**config.mk**
```make
export PLATFORM = sky130hd
export DESIGN_NAME = single_wire_sensor_pulse_decoder
export DESIGN_NICKNAME = d
export VERILOG_FILES = /design/src/sv/swspd_pkg.sv /design/src/sv/swspd_front.sv /design/src/sv/swspd_queue.sv /design/src/sv/swspd_back.sv /design/src/sv/single_wire_sensor_pulse_decoder.sv
export SDC_FILE = /design/constraint.sdc
export NUM_CORES = 1
export LEC_CHECK = 0
export ABC_CLOCK_PERIOD_IN_PS = 5300
export BUFFER_PORTS_ARGS = -buffer_cell sky130_fd_sc_hd__buf_2
export CAP_MARGIN = 10
export CORE_UTILIZATION = 40
export CTS_CLUSTER_DIAMETER = 80
export DETAILED_ROUTE_END_ITERATION = 10
export GPL_TIMING_DRIVEN = 0
export SYNTH_ARGS = -nofsm -noshare
export SYNTH_HDL_FRONTEND = slang
export SYNTH_SLANG_ARGS = --single-unit
```
**constraint.sdc**
```tcl
create_clock -name clk_i -period 5.3 [get_ports clk_i]
set_input_delay 0.53 -clock clk_i [delete_from_list [all_inputs] [get_ports clk_i]]
set_output_delay 0.53 -clock clk_i [all_outputs]
set_load 0.02 [all_outputs]
```
**src/sv/swspd_pkg.sv**
```systemverilog
`default_nettype none

package swspd_pkg;

  // Frame and pulse geometry
  localparam int FrameBits  = 40;
  localparam int CountWidth = $clog2(FrameBits + 1);
  localparam int TimeWidth  = 16;
  localparam int CfgWidth   = 16;
  localparam int ByteWidth  = 8;

  // Configuration reset values, in timer cycles
  localparam logic [CfgWidth-1:0] OneThresholdRst = CfgWidth'(50 * 8);
  localparam logic [CfgWidth-1:0] StartMaxRst     = CfgWidth'(95 * 8);
  localparam logic [CfgWidth-1:0] StartMinRst     = CfgWidth'(75 * 8);

  // Queue between classifier and frame assembler
  localparam int QueueDepth = 4;
  localparam int QueueAw    = $clog2(QueueDepth);
  localparam int QueueCntW  = $clog2(QueueDepth + 1);

  typedef enum logic [1:0] {
    REG_ONE_THRESHOLD = 2'd0,
    REG_START_MIN     = 2'd1,
    REG_START_MAX     = 2'd2
  } reg_idx_e;

  typedef enum logic [0:0] {
    ACT_ARM   = 1'b0,
    ACT_PULSE = 1'b1
  } action_e;

  // One classified input beat
  typedef struct packed {
    action_e kind;
    logic    in_window;
    logic    bit_val;
  } op_t;

  // One decoded frame: bytes in arrival order, lowest byte first
  typedef struct packed {
    logic                 err;
    logic [FrameBits-1:0] data;
  } res_t;

endpackage

`default_nettype wire

```
**src/sv/swspd_front.sv**
```systemverilog
`default_nettype none

module swspd_front import swspd_pkg::*; (
  input  wire logic                 clk_i,
  input  wire logic                 rst_ni,
  input  wire logic                 cfg_valid_i,
  input  wire logic [1:0]           cfg_index_i,
  input  wire logic [CfgWidth-1:0]  cfg_data_i,
  input  wire logic                 action_i,
  input  wire logic [TimeWidth-1:0] high_time_i,
  output op_t                       op_o
);

  logic [CfgWidth-1:0] one_thr_q;
  logic [CfgWidth-1:0] start_min_q;
  logic [CfgWidth-1:0] start_max_q;

  always_ff @(posedge clk_i or negedge rst_ni) begin
    if (!rst_ni) begin
      one_thr_q   <= OneThresholdRst;
      start_min_q <= StartMinRst;
      start_max_q <= StartMaxRst;
    end else if (cfg_valid_i) begin
      case (cfg_index_i)
        REG_ONE_THRESHOLD: one_thr_q   <= cfg_data_i;
        REG_START_MIN:     start_min_q <= cfg_data_i;
        REG_START_MAX:     start_max_q <= cfg_data_i;
        default: ; // drop writes to unmapped indexes
      endcase
    end
  end

  // Classify the pulse against the start window and the bit threshold
  always_comb begin
    op_o.kind      = action_e'(action_i);
    op_o.in_window = (high_time_i >= start_min_q) && (high_time_i <= start_max_q);
    op_o.bit_val   = high_time_i > one_thr_q;
  end

endmodule

`default_nettype wire

```
**src/sv/swspd_queue.sv**
```systemverilog
`default_nettype none

module swspd_queue import swspd_pkg::*; (
  input  wire logic clk_i,
  input  wire logic rst_ni,
  input  wire logic push_i,
  input  wire op_t  push_op_i,
  output logic      ready_o,
  input  wire logic pop_i,
  output logic      valid_o,
  output op_t       head_o
);

  op_t                  mem_q [QueueDepth];
  logic [QueueAw-1:0]   wr_ptr_q;
  logic [QueueAw-1:0]   rd_ptr_q;
  logic [QueueCntW-1:0] cnt_q;

  assign ready_o = cnt_q != QueueCntW'(QueueDepth);
  assign valid_o = cnt_q != '0;
  assign head_o  = mem_q[rd_ptr_q];

  always_ff @(posedge clk_i) begin
    if (push_i) begin
      mem_q[wr_ptr_q] <= push_op_i;
    end
  end

  always_ff @(posedge clk_i or negedge rst_ni) begin
    if (!rst_ni) begin
      wr_ptr_q <= '0;
      rd_ptr_q <= '0;
      cnt_q    <= '0;
    end else begin
      if (push_i) begin
        wr_ptr_q <= wr_ptr_q + QueueAw'(1);
      end
      if (pop_i) begin
        rd_ptr_q <= rd_ptr_q + QueueAw'(1);
      end
      case ({push_i, pop_i})
        2'b10:   cnt_q <= cnt_q + QueueCntW'(1);
        2'b01:   cnt_q <= cnt_q - QueueCntW'(1);
        default: cnt_q <= cnt_q;
      endcase
    end
  end

endmodule

`default_nettype wire

```
**src/sv/swspd_back.sv**
```systemverilog
`default_nettype none

module swspd_back import swspd_pkg::*; (
  input  wire logic clk_i,
  input  wire logic rst_ni,
  input  wire logic op_valid_i,
  input  wire op_t  op_i,
  output logic      op_pop_o,
  output logic      res_valid_o,
  input  wire logic res_ready_i,
  output res_t      res_o
);

  logic                  in_payload_q, in_payload_d;
  logic [CountWidth-1:0] bit_count_q, bit_count_d;
  logic [FrameBits-1:0]  bit_shift_q, bit_shift_d;
  logic                  res_valid_q;
  res_t                  res_q;

  logic                  frame_done;
  logic                  slot_free;
  logic [ByteWidth-1:0]  sum;

  assign slot_free = !res_valid_q || res_ready_i;

  // Fortieth data bit closes the frame
  assign frame_done = (op_i.kind == ACT_PULSE) && in_payload_q
                    && (bit_count_q == CountWidth'(FrameBits - 1));

  // Stall the head only when it would produce a frame and the output slot is busy
  assign op_pop_o = op_valid_i && (!frame_done || slot_free);

  always_comb begin
    in_payload_d = in_payload_q;
    bit_count_d  = bit_count_q;
    bit_shift_d  = bit_shift_q;
    case (op_i.kind)
      ACT_ARM: begin
        in_payload_d = 1'b0;
        bit_count_d  = '0;
        bit_shift_d  = '0;
      end
      ACT_PULSE: begin
        if (bit_count_q < CountWidth'(FrameBits)) begin
          if (!in_payload_q) begin
            if (op_i.in_window) begin
              in_payload_d = 1'b1;
              bit_count_d  = '0;
              bit_shift_d  = '0;
            end
          end else begin
            bit_shift_d = {bit_shift_q[FrameBits-2:0], op_i.bit_val};
            bit_count_d = bit_count_q + CountWidth'(1);
            if (frame_done) begin
              in_payload_d = 1'b0;
            end
          end
        end
      end
      default: ;
    endcase
  end

  assign sum = bit_shift_d[39:32] + bit_shift_d[31:24]
             + bit_shift_d[23:16] + bit_shift_d[15:8];

  always_ff @(posedge clk_i or negedge rst_ni) begin
    if (!rst_ni) begin
      in_payload_q <= 1'b0;
      bit_count_q  <= '0;
      bit_shift_q  <= '0;
      res_valid_q  <= 1'b0;
    end else begin
      if (op_pop_o) begin
        in_payload_q <= in_payload_d;
        bit_count_q  <= bit_count_d;
        bit_shift_q  <= bit_shift_d;
      end
      if (op_pop_o && frame_done) begin
        res_valid_q <= 1'b1;
      end else if (res_ready_i) begin
        res_valid_q <= 1'b0;
      end
    end
  end

  // Byte order on the output: first received byte lowest
  always_ff @(posedge clk_i) begin
    if (op_pop_o && frame_done) begin
      res_q.data <= {bit_shift_d[7:0], bit_shift_d[15:8], bit_shift_d[23:16],
                     bit_shift_d[31:24], bit_shift_d[39:32]};
      res_q.err  <= sum != bit_shift_d[7:0];
    end
  end

  assign res_valid_o = res_valid_q;
  assign res_o       = res_q;

endmodule

`default_nettype wire

```
**src/sv/single_wire_sensor_pulse_decoder.sv**
```systemverilog
`default_nettype none

// Pulse decoder for a single-wire humidity/temperature sensor.
// Input stream: one beat per event. tuser = action (0 arm, 1 pulse ended),
// tdata = measured high-pulse width in timer cycles. An arm clears the frame;
// after it, a pulse inside [start_min, start_max] opens the frame, and each of
// the next forty pulses is a data bit (1 when wider than one_threshold).
// Output stream: one beat per completed frame. tdata holds the five bytes in
// arrival order, first byte lowest; tuser flags a checksum mismatch.
// Config channel: index 0 one_threshold, 1 start_min, 2 start_max; always
// ready; write only while the block is idle. Other indexes are dropped.
// Throughput: one input beat per cycle while the queue has room. A beat is
// classified into a four-entry queue and applied from its head by the frame
// assembler; with the queue empty, the closing bit's frame passes through a
// queue entry and then the output register before it is on the output.
// When the output stalls, the frame waits in the output register, the
// assembler holds the next frame-closing op, and the queue absorbs up to four
// beats before s_axis_tready drops. Reset clears the frame state, empties
// the queue and output, and loads the threshold defaults (400, 600, 760).

module single_wire_sensor_pulse_decoder import swspd_pkg::*; (
  input  wire logic                   clk_i,
  input  wire logic                   rst_ni,
  // Config write channel
  input  wire logic                   cfg_valid_i,
  output logic                        cfg_ready_o,
  input  wire logic [1:0]             cfg_index_i,
  input  wire logic [CfgWidth-1:0]    cfg_data_i,
  // Pulse input stream
  input  wire logic                   s_axis_tvalid,
  output logic                        s_axis_tready,
  input  wire logic [TimeWidth-1:0]   s_axis_tdata,  // [15:0] high_time
  input  wire logic                   s_axis_tuser,  // [0] action
  // Frame output stream
  output logic                        m_axis_tvalid,
  input  wire logic                   m_axis_tready,
  // [7:0] humidity_int, [15:8] humidity_dec, [23:16] temp_int,
  // [31:24] temp_dec, [39:32] checksum_rx
  output logic [FrameBits-1:0]        m_axis_tdata,
  output logic                        m_axis_tuser   // [0] checksum_error
);

  op_t  front_op;
  op_t  head_op;
  logic q_ready;
  logic q_valid;
  logic q_pop;
  logic q_push;
  res_t res;

  assign cfg_ready_o   = 1'b1;
  assign s_axis_tready = q_ready;
  assign q_push        = s_axis_tvalid && q_ready;

  // Classify each beat against the current thresholds
  swspd_front u_front (
    .clk_i       (clk_i),
    .rst_ni      (rst_ni),
    .cfg_valid_i (cfg_valid_i),
    .cfg_index_i (cfg_index_i),
    .cfg_data_i  (cfg_data_i),
    .action_i    (s_axis_tuser),
    .high_time_i (s_axis_tdata),
    .op_o        (front_op)
  );

  // Decouple the input side from output stalls
  swspd_queue u_queue (
    .clk_i     (clk_i),
    .rst_ni    (rst_ni),
    .push_i    (q_push),
    .push_op_i (front_op),
    .ready_o   (q_ready),
    .pop_i     (q_pop),
    .valid_o   (q_valid),
    .head_o    (head_op)
  );

  // Track the frame and emit it on the fortieth bit
  swspd_back u_back (
    .clk_i       (clk_i),
    .rst_ni      (rst_ni),
    .op_valid_i  (q_valid),
    .op_i        (head_op),
    .op_pop_o    (q_pop),
    .res_valid_o (m_axis_tvalid),
    .res_ready_i (m_axis_tready),
    .res_o       (res)
  );

  assign m_axis_tdata = res.data;
  assign m_axis_tuser = res.err;

  // Never pop an empty queue
  assert property (@(posedge clk_i) disable iff (!rst_ni) q_pop |-> q_valid)
    else $error("pop from empty queue");

  // A new frame only appears after an op was applied
  assert property (@(posedge clk_i) disable iff (!rst_ni)
    $rose(m_axis_tvalid) |-> $past(q_pop))
    else $error("output valid without an applied op");

  // Error flag matches the delivered bytes
  assert property (@(posedge clk_i) disable iff (!rst_ni)
    m_axis_tvalid |-> (m_axis_tuser ==
      ((m_axis_tdata[7:0] + m_axis_tdata[15:8] + m_axis_tdata[23:16]
        + m_axis_tdata[31:24]) != m_axis_tdata[39:32])))
    else $error("checksum flag inconsistent with frame");

endmodule

`default_nettype wire
```
== Yosys cells after proc, flatten, opt, wreduce, memory -nomap -nowiden ==
Memories as Yosys holds them, arrays and structs flattened.
Index checks and enable logic that the tools add are counted.
Cells by class
  reductions and logical operators: 19
  eq/ne operators: 9
  bitwise gates (word level): 1
  $lt $le $gt $ge: 4
  muxes and demuxes: 18
  add/sub/neg operators: 8
Operator list (count)
  $mux W40: 3
  $pmux W40 S2: 1
  $add A8 B8 Y8: 3
  $mux W6: 3
  $ge A16 B16 Y1: 1
  $gt A16 B16 Y1: 1
  $le A16 B16 Y1: 1
  $pmux W6 S2: 1
  $mux W1: 8
  $ne A8 B8 Y1: 1
  $reduce_and A2 Y1: 4
  $add A6 B1 Y6 const B: 1
  $eq A6 B6 Y1 const B: 1
  $logic_and A1 B1 Y1: 6
  $lt A6 B6 Y1 const B: 1
  $ne A3 B3 Y1 const B: 2
  $pmux W3 S2: 1
  $add A2 B1 Y2 const B: 2
  $eq A2 B1 Y1 const B: 2
  $eq A2 B2 Y1 const B: 2
  $reduce_bool A2 Y1: 2
  $add A3 B1 Y3 const B: 1
  $reduce_and A3 Y1: 1
  $reduce_bool A3 Y1: 1
  other kinds (7): 9
Storage, ports and cells
  memory bits (writable): 12
  memories kept: 1
  input port bits: 40
  logic and storage cells: 72
  flip-flop bits (word level): 144
Memories
  u_queue.mem_q: words 4, bits a word 3, read ports 1, clocked after memory_dff 0, wr ports 1, line swspd_queue.sv:14  | op_t mem_q [QueueDepth];

== Longest topological paths before layout ==
Gate-level depths: netlist of run 1.
An unclocked memory read counts as a cell.
  word-level depth: 9
  depth in mapped cells: 21

== By module ==
A second synthesis of run 1 with hierarchy kept.
Second synthesis, totals
  cells, all modules: 664
  area, all modules: 8116.5 µm²
By module, submodules not included
  swspd_back: cells an instance 327, instances 1, area an instance 4240.3 µm², seq. area each 2432.3 µm²
  swspd_front: cells an instance 282, instances 1, area an instance 3024.2 µm², seq. area each 1217.4 µm²
  swspd_queue: cells an instance 52, instances 1, area an instance 834.6 µm², seq. area each 535.5 µm²
  single_wire_sensor_pulse_decoder: cells an instance 3, instances 1, area an instance 17.5 µm², seq. area each 0.0 µm²

== Worst setup path before layout of run 1 ==
No wires, ideal clock.
  kind: reg-to-reg
  start: reg u_queue.rd_ptr_q[0]
  end: reg u_back.res_q, in the netlist u_back.res_o[40], data pin
  setup time: 0.265 ns
  stages on the path, launching flop included: 22
  slack: -0.031 ns
  buffers on the path: 4
  required time: 5.035 ns
  data arrival time: 5.065 ns
  cells stage by stage: dfrtp_1 -> buf_6 -> mux4_2 -> o21ai_1 -> buf_2 -> and2_1 -> clkbuf_1 -> clkbuf_1 -> a22o_1 -> inv_1 -> fa_1 -> inv_1 -> fa_1 -> ha_1 -> fa_1 -> a21o_1 -> a21oi_1 -> o21bai_1 -> a21oi_1 -> xnor2_1 -> xnor3_1 -> or3_1
Between the ends
  elaborated cells between the ends (all ways): 10
  classes of those cells: add/sub (3); eq/ne (1); mux (4); bitwise (1); memory (1)
RTL lines
  start: declaration: line swspd_queue.sv:16  | logic [QueueAw-1:0] rd_ptr_q;
  start signal: assignment: line swspd_queue.sv:39  | rd_ptr_q <= rd_ptr_q + QueueAw'(1);
  $mem_v2 Z4 W3 (*)
  $mux W40: line swspd_back.sv:46  | if (op_i.in_window) begin
  $mux W40: line swspd_back.sv:45  | if (!in_payload_q) begin
  $mux W40: line swspd_back.sv:44  | if (bit_count_q < CountWidth'(FrameBits)) begin
  $pmux W40 S2 (*): line swspd_back.sv:37  | case (op_i.kind)
  net u_back.bit_shift_d[9]: line swspd_back.sv:16  | logic [FrameBits-1:0] bit_shift_q, bit_shift_d;
  $add A8 B8 Y8 (*): line swspd_back.sv:65  | + bit_shift_d[23:16] + bit_shift_d[15:8];
  $ne A8 B8 Y1 (*): line swspd_back.sv:92  | res_q.err <= sum != bit_shift_d[7:0];
  end: declaration: line swspd_back.sv:18  | res_t res_q;
Mark *: on every way through the listed nets, which the timed path passes. The rest lies on a longest branch.
A chain may end at the register's enable or synchronous reset.

== Final worst setup path of run 1 ==
Same ends and word-level chain as after synthesis.

==> reports/qor.yml, run 1 <==
synth_xor_area_frac: 0.0274
synth_top_family_by_area: "compound AO/OA/AOI/OAI gates"
cp-end-kind: "flip-flop"
switchingPower_mw: 1.19
slew_headroom: 0.604
drt_iter0_markers: 382
intPower_mw: 2.44
via_count: 5453
fmax_mhz: 194
numCtsBuffers: 17
fin_skew_ns: 0.00971
cts_hold_buf: 0
vdd_drop_max_mv: 0.267
post-route-min-period_ns: 5.15
die_h_um: 144
synthAdderAreaFrac: 0.132
synth_edf_count: 53
slew_viol_final: 0
synth_nets: 786
dp_cells: 1021
worst_pin_slew_ns: 0.595
diodes: 0
gp_congestion: 0.806
clock-sinks: 156
power_density_nw_per_um2: 383
fin_crit_sh: 0.971
nFillCells: 1803
synth-seq-area-share: 0.521
cap_violations: 0
pin_count: 84
area_growth_pct: 17.9
synth-compound-area-share: 0.142
synth_area_leader_cell: "dfrtp_1"
finalSetupViolations: 0
reg2reg_depth: 20
ys_async_sr_fraction: 0.660
switching_share: 0.328
synth_top_area_share: 0.281
worstPathArrival_ns: 5.31
comb_power_share: 0.291
worstPathRequired_ns: 5.46
status: "finished, final reports clean"
leakage_nw: 4.55
grt_start_max_net_pins: 65
yosys_warnings: 0
io_buffers: 82
path_max_fanout: 10
finalHoldViolations: 0
synth_top_flop_cell: "dfrtp_1"
drive_gt1_frac: 0.243
viasPerCell: 5.16
grt_use_total: 0.179
grt_pass1_vias: 5561
syn_area_um2: 8030
grt_pass1_wl_um: 28200
ff2ff_setup_slack_ns: 0.15
p_seq_frac: 0.405
root_buffer: "clkbuf_16"
synthTopCellsByArea: "dfrtp_1 (28%), edfxtp_1 (20%), ha_1 (9.5%)"
instances_no_fill: 1056
dieArea_um2: 20600
core_area_um2: 19600
start_kind: "flip-flop"
dr.pass1.iters: 5
synth_area_per_cell_um2: 12.0
die_w_um: 144
ys_seq_elements: 156
synth_cell_types: 49
clk_latency_ns: 0.43
core.rowCount: 51
holdWs_ns: 0.0985
dp_hpwl_um: 12900
clk_path_buf_depth: 2
htreeDepth: 4
finalNetCount: 894
start_util: 0.410
power_frac_clock: 0.303
tns_ns: 0
syn_inst: 670
crit_type: "flip-flop to flip-flop"
antenna_found_initial: 0
path_clk_slew_ns: 0.07
synth.area.mux_share: 0.0559
tritoncts: "yes"
r2r-start: "u_queue.rd_ptr_q[0]"
r2r_end: "u_back.res_o[40]"
synthSimpleGateAreaFrac: 0.0634
wl_per_cell_um: 16.1
antenna_left: 0
wirelength_um: 17000
min_path_type: "primary input to asynchronous set/reset pin"
overflow: 0
route.detailed.drc: 0
==> Yosys cell counts (3+ instances only) <==
master	instances
buf_2	8
a21oi_1	19
and3_1	5
dfstp_2	13
mux2_2	33
mux4_2	3
a32o_1	3
xnor2_1	14
nor2b_1	9
nand3_1	7
nor2_1	12
nand4_1	11
o21ai_0	37
and2_1	4
inv_1	86
o21a_1	4
nand2_1	41
clkbuf_1	18
fa_1	15
nand2b_1	3
a22o_1	49
xor2_1	6
dfrtp_1	90
edfxtp_1	53
a22oi_1	18
a21o_1	16
ha_1	61
==> cell families after synthesis <==
logic type                 Yosys count
muxes                               37
AOI/OAI and AO/OA                  161
adders and majority gates           76
buffers and inverters              115
DFF                                156
and+or+nand+nor                    102
other                                1
xor gates and xnor gates            22
==> state kept, by name, summed over array words and instances, names as in the netlist <==
name,count
u_queue.wr_ptr_q,2
u_back.res_valid_o,1
u_back.res_o,41
u_queue.rd_ptr_q,2
u_front.start_min_q,16
u_front.one_thr_q,16
u_back.bit_shift_q,40
u_queue.mem_q,12
u_front.start_max_q,16
u_queue.cnt_q,3
u_back.bit_count_q,6
u_back.in_payload_q,1
==> worst max-delay path by stage <==
stage,start,to,slack (ns),cells after the start
6_report,u_queue.rd_ptr_q[0],u_back.res_o[40],0.15,20
3_3_place_gp,u_queue.rd_ptr_q[0],u_back.res_o[40],-0.64,20
3_5_place_dp,u_queue.rd_ptr_q[0],u_back.res_o[40],-0.68,20
4_1_cts,u_queue.rd_ptr_q[0],u_back.res_o[40],0.006,20
2_1_floorplan,u_queue.rd_ptr_q[0],u_back.res_o[40],0.06,20
5_1_grt,u_queue.rd_ptr_q[0],u_back.res_o[40],-0.02,20
==> metal layers <==
metal	wire length [um]	global-route usage
met3	699	0.0390
met4	175	0.0526
met5	0	0
met1	7880	0.238
met2	8290	0.294
==> power by group through the flow <==
stage                     sequential (mW)  combinational [mW]  clock [mW]
after floorplan                      1.47               0.709           0
after global placement               1.48               0.944           0
after detailed placement             1.49               0.979           0
after CTS                            1.47                1.04        1.12
after global routing                 1.48                1.19        1.18
final                                1.47                1.06        1.10
==> final cells by class <==
class | count | area, um2 | share of cell area
Tap cell | 265 | 332 | 0.0350
Timing Repair Buffer | 91 | 512 | 0.0540
Inverter | 86 | 323 | 0.0341
Clock buffer | 18 | 439 | 0.0464
Buffer | 27 | 159 | 0.0168
Multi-Input combinational cell | 399 | 3430 | 0.362
Sequential cell | 156 | 4190 | 0.442
Clock inverter | 14 | 92.6 | 0.00978
==> through the flow <==
stage | power, mW | worst slack, ns | cell area [um2] | utilization
after global routing | 3.86 | -0.0194 | 9470 | 0.483
after CTS | 3.63 | 0.00611 | 9440 | 0.482
final | 3.63 | 0.151 | 9470 | 0.483
after global placement | 2.43 | -0.644 | 8770 | 0.448
after floorplan | 2.18 | 0.0644 | 8030 | -
after detailed placement | 2.47 | -0.682 | 8840 | 0.451
==> cell usage in the layout (no fill, tap or decap), types with 3 or more instances in the layout <==
cell type	synthesis	final
a22o_1	49	48
mux4_2	3	3
mux2_2	33	33
and2_1	4	3
o21a_1	4	4
inv_1	86	86
o21ai_0	37	37
a22oi_1	18	16
inv_6	0	4
clkinv_1	0	5
xor2_1	6	6
nand4_1	11	11
and3_1	5	5
buf_4	1	9
clkinv_4	0	3
a21o_1	16	16
a21oi_1	19	18
nand2b_1	3	3
xnor2_1	14	14
a32o_1	3	3
dfrtp_1	90	90
clkbuf_1	18	14
nor2b_1	9	9
buf_2	8	86
fa_1	15	14
clkbuf_16	0	17
ha_1	61	61
nand2_1	41	41
buf_6	2	7
nand3_1	7	7
nor2_1	12	12
dfstp_2	13	13
edfxtp_1	53	53
==> worst max-delay path, cell delays in order (launching register included) <==
cell,delay (ns)
dfrtp_1,0.35
buf_6,0.13
mux4_2,0.55
o21ai_4,0.18
buf_6,0.12
and2_4,0.18
clkbuf_8,0.18
a22o_4,0.13
inv_1,0.06
fa_1,0.49
inv_1,0.06
fa_1,0.45
ha_1,0.24
fa_2,0.37
a21o_1,0.18
a21oi_2,0.16
o21bai_1,0.08
a21oi_1,0.16
xnor2_1,0.20
xnor3_1,0.27
or3_1,0.36
==> timing repair <==
item                                    4_1_cts  5_1_grt
resized for setup                            14        7
cloned                                        0        0
pin swaps                                     3        3
endpoints found under the setup margin        1        1
setup buffers                                 3        2
Note: power is estimated with default switching activity, not from simulation.
==> run 2: changes to the inputs <==
- ABC_AREA: not set -> 1
==> run 2 against run 1 <==
Worst setup slack gained 0.25 ns. Sequential share of layout area is 0.94 points lower. Clock skew rose by 0.00068 ns. Global-route usage grew 0.49 points. Register-to-register slack better by 0.25 ns. Combinational power fell by 4%. Wire length is 8.0% higher. First-iteration DRC count is 8.4% lower. Critical path type unchanged. Critical endpoint unchanged. Highest routed layer unchanged.
==> reports/qor.yml, run 2 <==
ys_async_sr_fraction: 0.660
power_density_nw_per_um2: 384
clock-sinks: 156
worstPathArrival_ns: 5.08
cts_resized: 0
grt_use_total: 0.184
syn_inst: 899
final_core_util: 0.477
via_count: 6271
grt_start_max_net_pins: 67
synthTopCellsByArea: "dfrtp_1 (27%), edfxtp_1 (19%), ha_1 (9.2%)"
finalHoldViolations: 0
ys_seq_elements: 156
min_path_type: "primary input to asynchronous set/reset pin"
reg2reg_depth: 27
slew_headroom: 0.455
leakage_nw: 4.59
die_w_um: 146
gp_congestion: 0.846
nFillCells: 1991
dieArea_um2: 21300
wirelength_um: 18400
io_buffers: 82
tritoncts: "yes"
start_kind: "flip-flop"
drive_gt1_frac: 0.152
cap_violations: 0
synth_top_flop_cell: "dfrtp_1"
overflow: 0
fin_crit_sh: 0.925
fmax_mhz: 204
clk_latency_ns: 0.43
synth_edf_count: 53
finalSetupViolations: 0
finalNetCount: 1116
diodes: 0
synthTopCellsByCount: "nand2_1 (188), inv_1 (164), o21ai_0 (91)"
syn_area_um2: 8290
postCtsSetupBuffers: 0
tns_ns: 0
largest_reg_flops: 41
final_cell_mix: "nand2_1 (188), inv_1 (163), dfrtp_1 (90)"
area_growth_pct: 16.7
worst_pin_slew_ns: 0.817
synth_area_leader_cell: "dfrtp_1"
drt_iter0_markers: 350
vdd_drop_max_mv: 0.241
wl_per_cell_um: 14.3
yosys_warnings: 0
grt_pass1_wl_um: 30600
core_area_um2: 20300
die_h_um: 146
core.rowCount: 52
holdWs_ns: 0.0796
viasPerCell: 4.89
crit_type: "flip-flop to flip-flop"
worstPathRequired_ns: 5.48
synth_nets: 1015
status: "finished, final reports clean"
path_clk_slew_ns: 0.06
layout_commonest_cell: "nand2_1"
antenna_found_initial: 0
antenna_left: 0
root_buffer: "clkbuf_16"
synth.most_common_cell: "nand2_1"
cts_hold_buf: 0
clk_path_buf_depth: 2
grt_pass1_vias: 6193
dp_hpwl_um: 13900
rsz0062_at_grt: "no"
start_util: 0.408
power_mw: 3.72
synth_cell_types: 39
dr.pass1.iters: 5
synth_top_area_share: 0.272
synth-seq-area-share: 0.505
slew_viol_final: 0
fin_skew_ns: 0.0104
cp-end-kind: "flip-flop"
route.detailed.drc: 0
synth_area_per_cell_um2: 9.22
post-route-min-period_ns: 4.90
numCtsBuffers: 17
pin_count: 84
htreeDepth: 4
path_max_fanout: 10
## run 2: cell count changes after synthesis, moves of 9 or more
cell / before / now
xnor2_1: 14 / 2
a21oi_1: 19 / 32
o21ai_0: 37 / 91
inv_1: 86 / 164
nor2_1: 12 / 34
a21o_1: 16 / 0
a22o_1: 49 / 0
o22ai_1: 0 / 33
o21ai_1: 2 / 12
mux2_2: 33 / 0
nand3_1: 7 / 27
a22oi_1: 18 / 0
nand2_1: 41 / 188
nor2b_1: 9 / 0
## run 2: cell families after synthesis
group                    Yosys count  share of synthesized area
AND/OR/NAND/NOR                  280                      0.142
buffers and inverters            193                     0.0928
AO/OA/AOI/OAI                    183                      0.121
flip-flops                       156                      0.505
adder cells (fa/ha/maj)           76                      0.128
XOR/XNOR                          10                     0.0106
other                              1                   0.000452
## run 2: metrics by stage
step | instance area [um2] | setup slack (ns) | cells
6_report | 9680 | 0.398 | 1283
5_1_grt | 9680 | 0.0154 | 1283
4_1_cts | 9670 | 0.203 | 1284
3_5_place_dp | 9070 | 0.215 | 1252
3_3_place_gp | 9040 | 0.280 | 1251
2_1_floorplan | 8290 | 1.02 | 899
## run 2: worst max-delay path, stage by stage, from the launching register on
cell and delay [ns]:
dfrtp_1 0.47, inv_2 0.15, nand2_1 0.07, nand3_1 0.08, nand2_2 0.12, nor2_4 0.16
nand2_4 0.14, inv_6 0.14, clkbuf_4 0.23, nand2_1 0.09, o21ai_1 0.21, inv_1 0.11
fa_1 0.50, inv_1 0.06, fa_1 0.47, ha_1 0.26, fa_1 0.43, nand4_1 0.11
o211ai_1 0.12, or2_2 0.29, nand2_1 0.08, inv_1 0.04, nand2_1 0.05, nand2_1 0.07
inv_1 0.05, nand2_1 0.04, nand2_1 0.06, nand2_1 0.05
## run 2: area by class of cell
| type | count | area [um2] | area share |
|---|---|---|---|
| clock buffer | 19 | 433 | 0.0447 |
| tap | 270 | 338 | 0.0349 |
| clock inverter | 13 | 166 | 0.0172 |
| multi-input combinational | 550 | 3340 | 0.345 |
| timing repair buffer | 83 | 440 | 0.0455 |
| sequential | 156 | 4190 | 0.433 |
| buffer | 23 | 131 | 0.0136 |
| inverter | 169 | 639 | 0.0661 |
## run 2: path summary, 6_finish.rpt
check / startpoint / end / slack, ns
max: u_queue.rd_ptr_q[0] / u_back.res_o[40] / 0.40
min: rst_ni / u_front.one_thr_q[10] / 0.08
max reg2reg: u_queue.rd_ptr_q[0] / u_back.res_o[40] / 0.40
min reg2reg: u_queue.cnt_q[0] / u_queue.cnt_q[0] / 0.47
max in group asynchronous: rst_ni / u_front.start_max_q[4] / 4.49
min in group clk_i: m_axis_tready / u_back.res_valid_o / 0.31
## run 2: per-layer routing
layer / vias up / routed length [um] / global-route usage
met5: - / 0 / 0
met4: 0 / 282 / 0.0599
met3: 20 / 566 / 0.0310
met2: 119 / 9040 / 0.316
met1: 2980 / 8520 / 0.237
li1: 3152 / - / -
## run 2: power breakdown
group	total (mW)	leakage [nW]	internal (mW)	switching, mW
clock network	1.25	0.287	0.744	0.501
registers	1.45	1.81	1.38	0.0698
logic	1.02	2.49	0.327	0.691
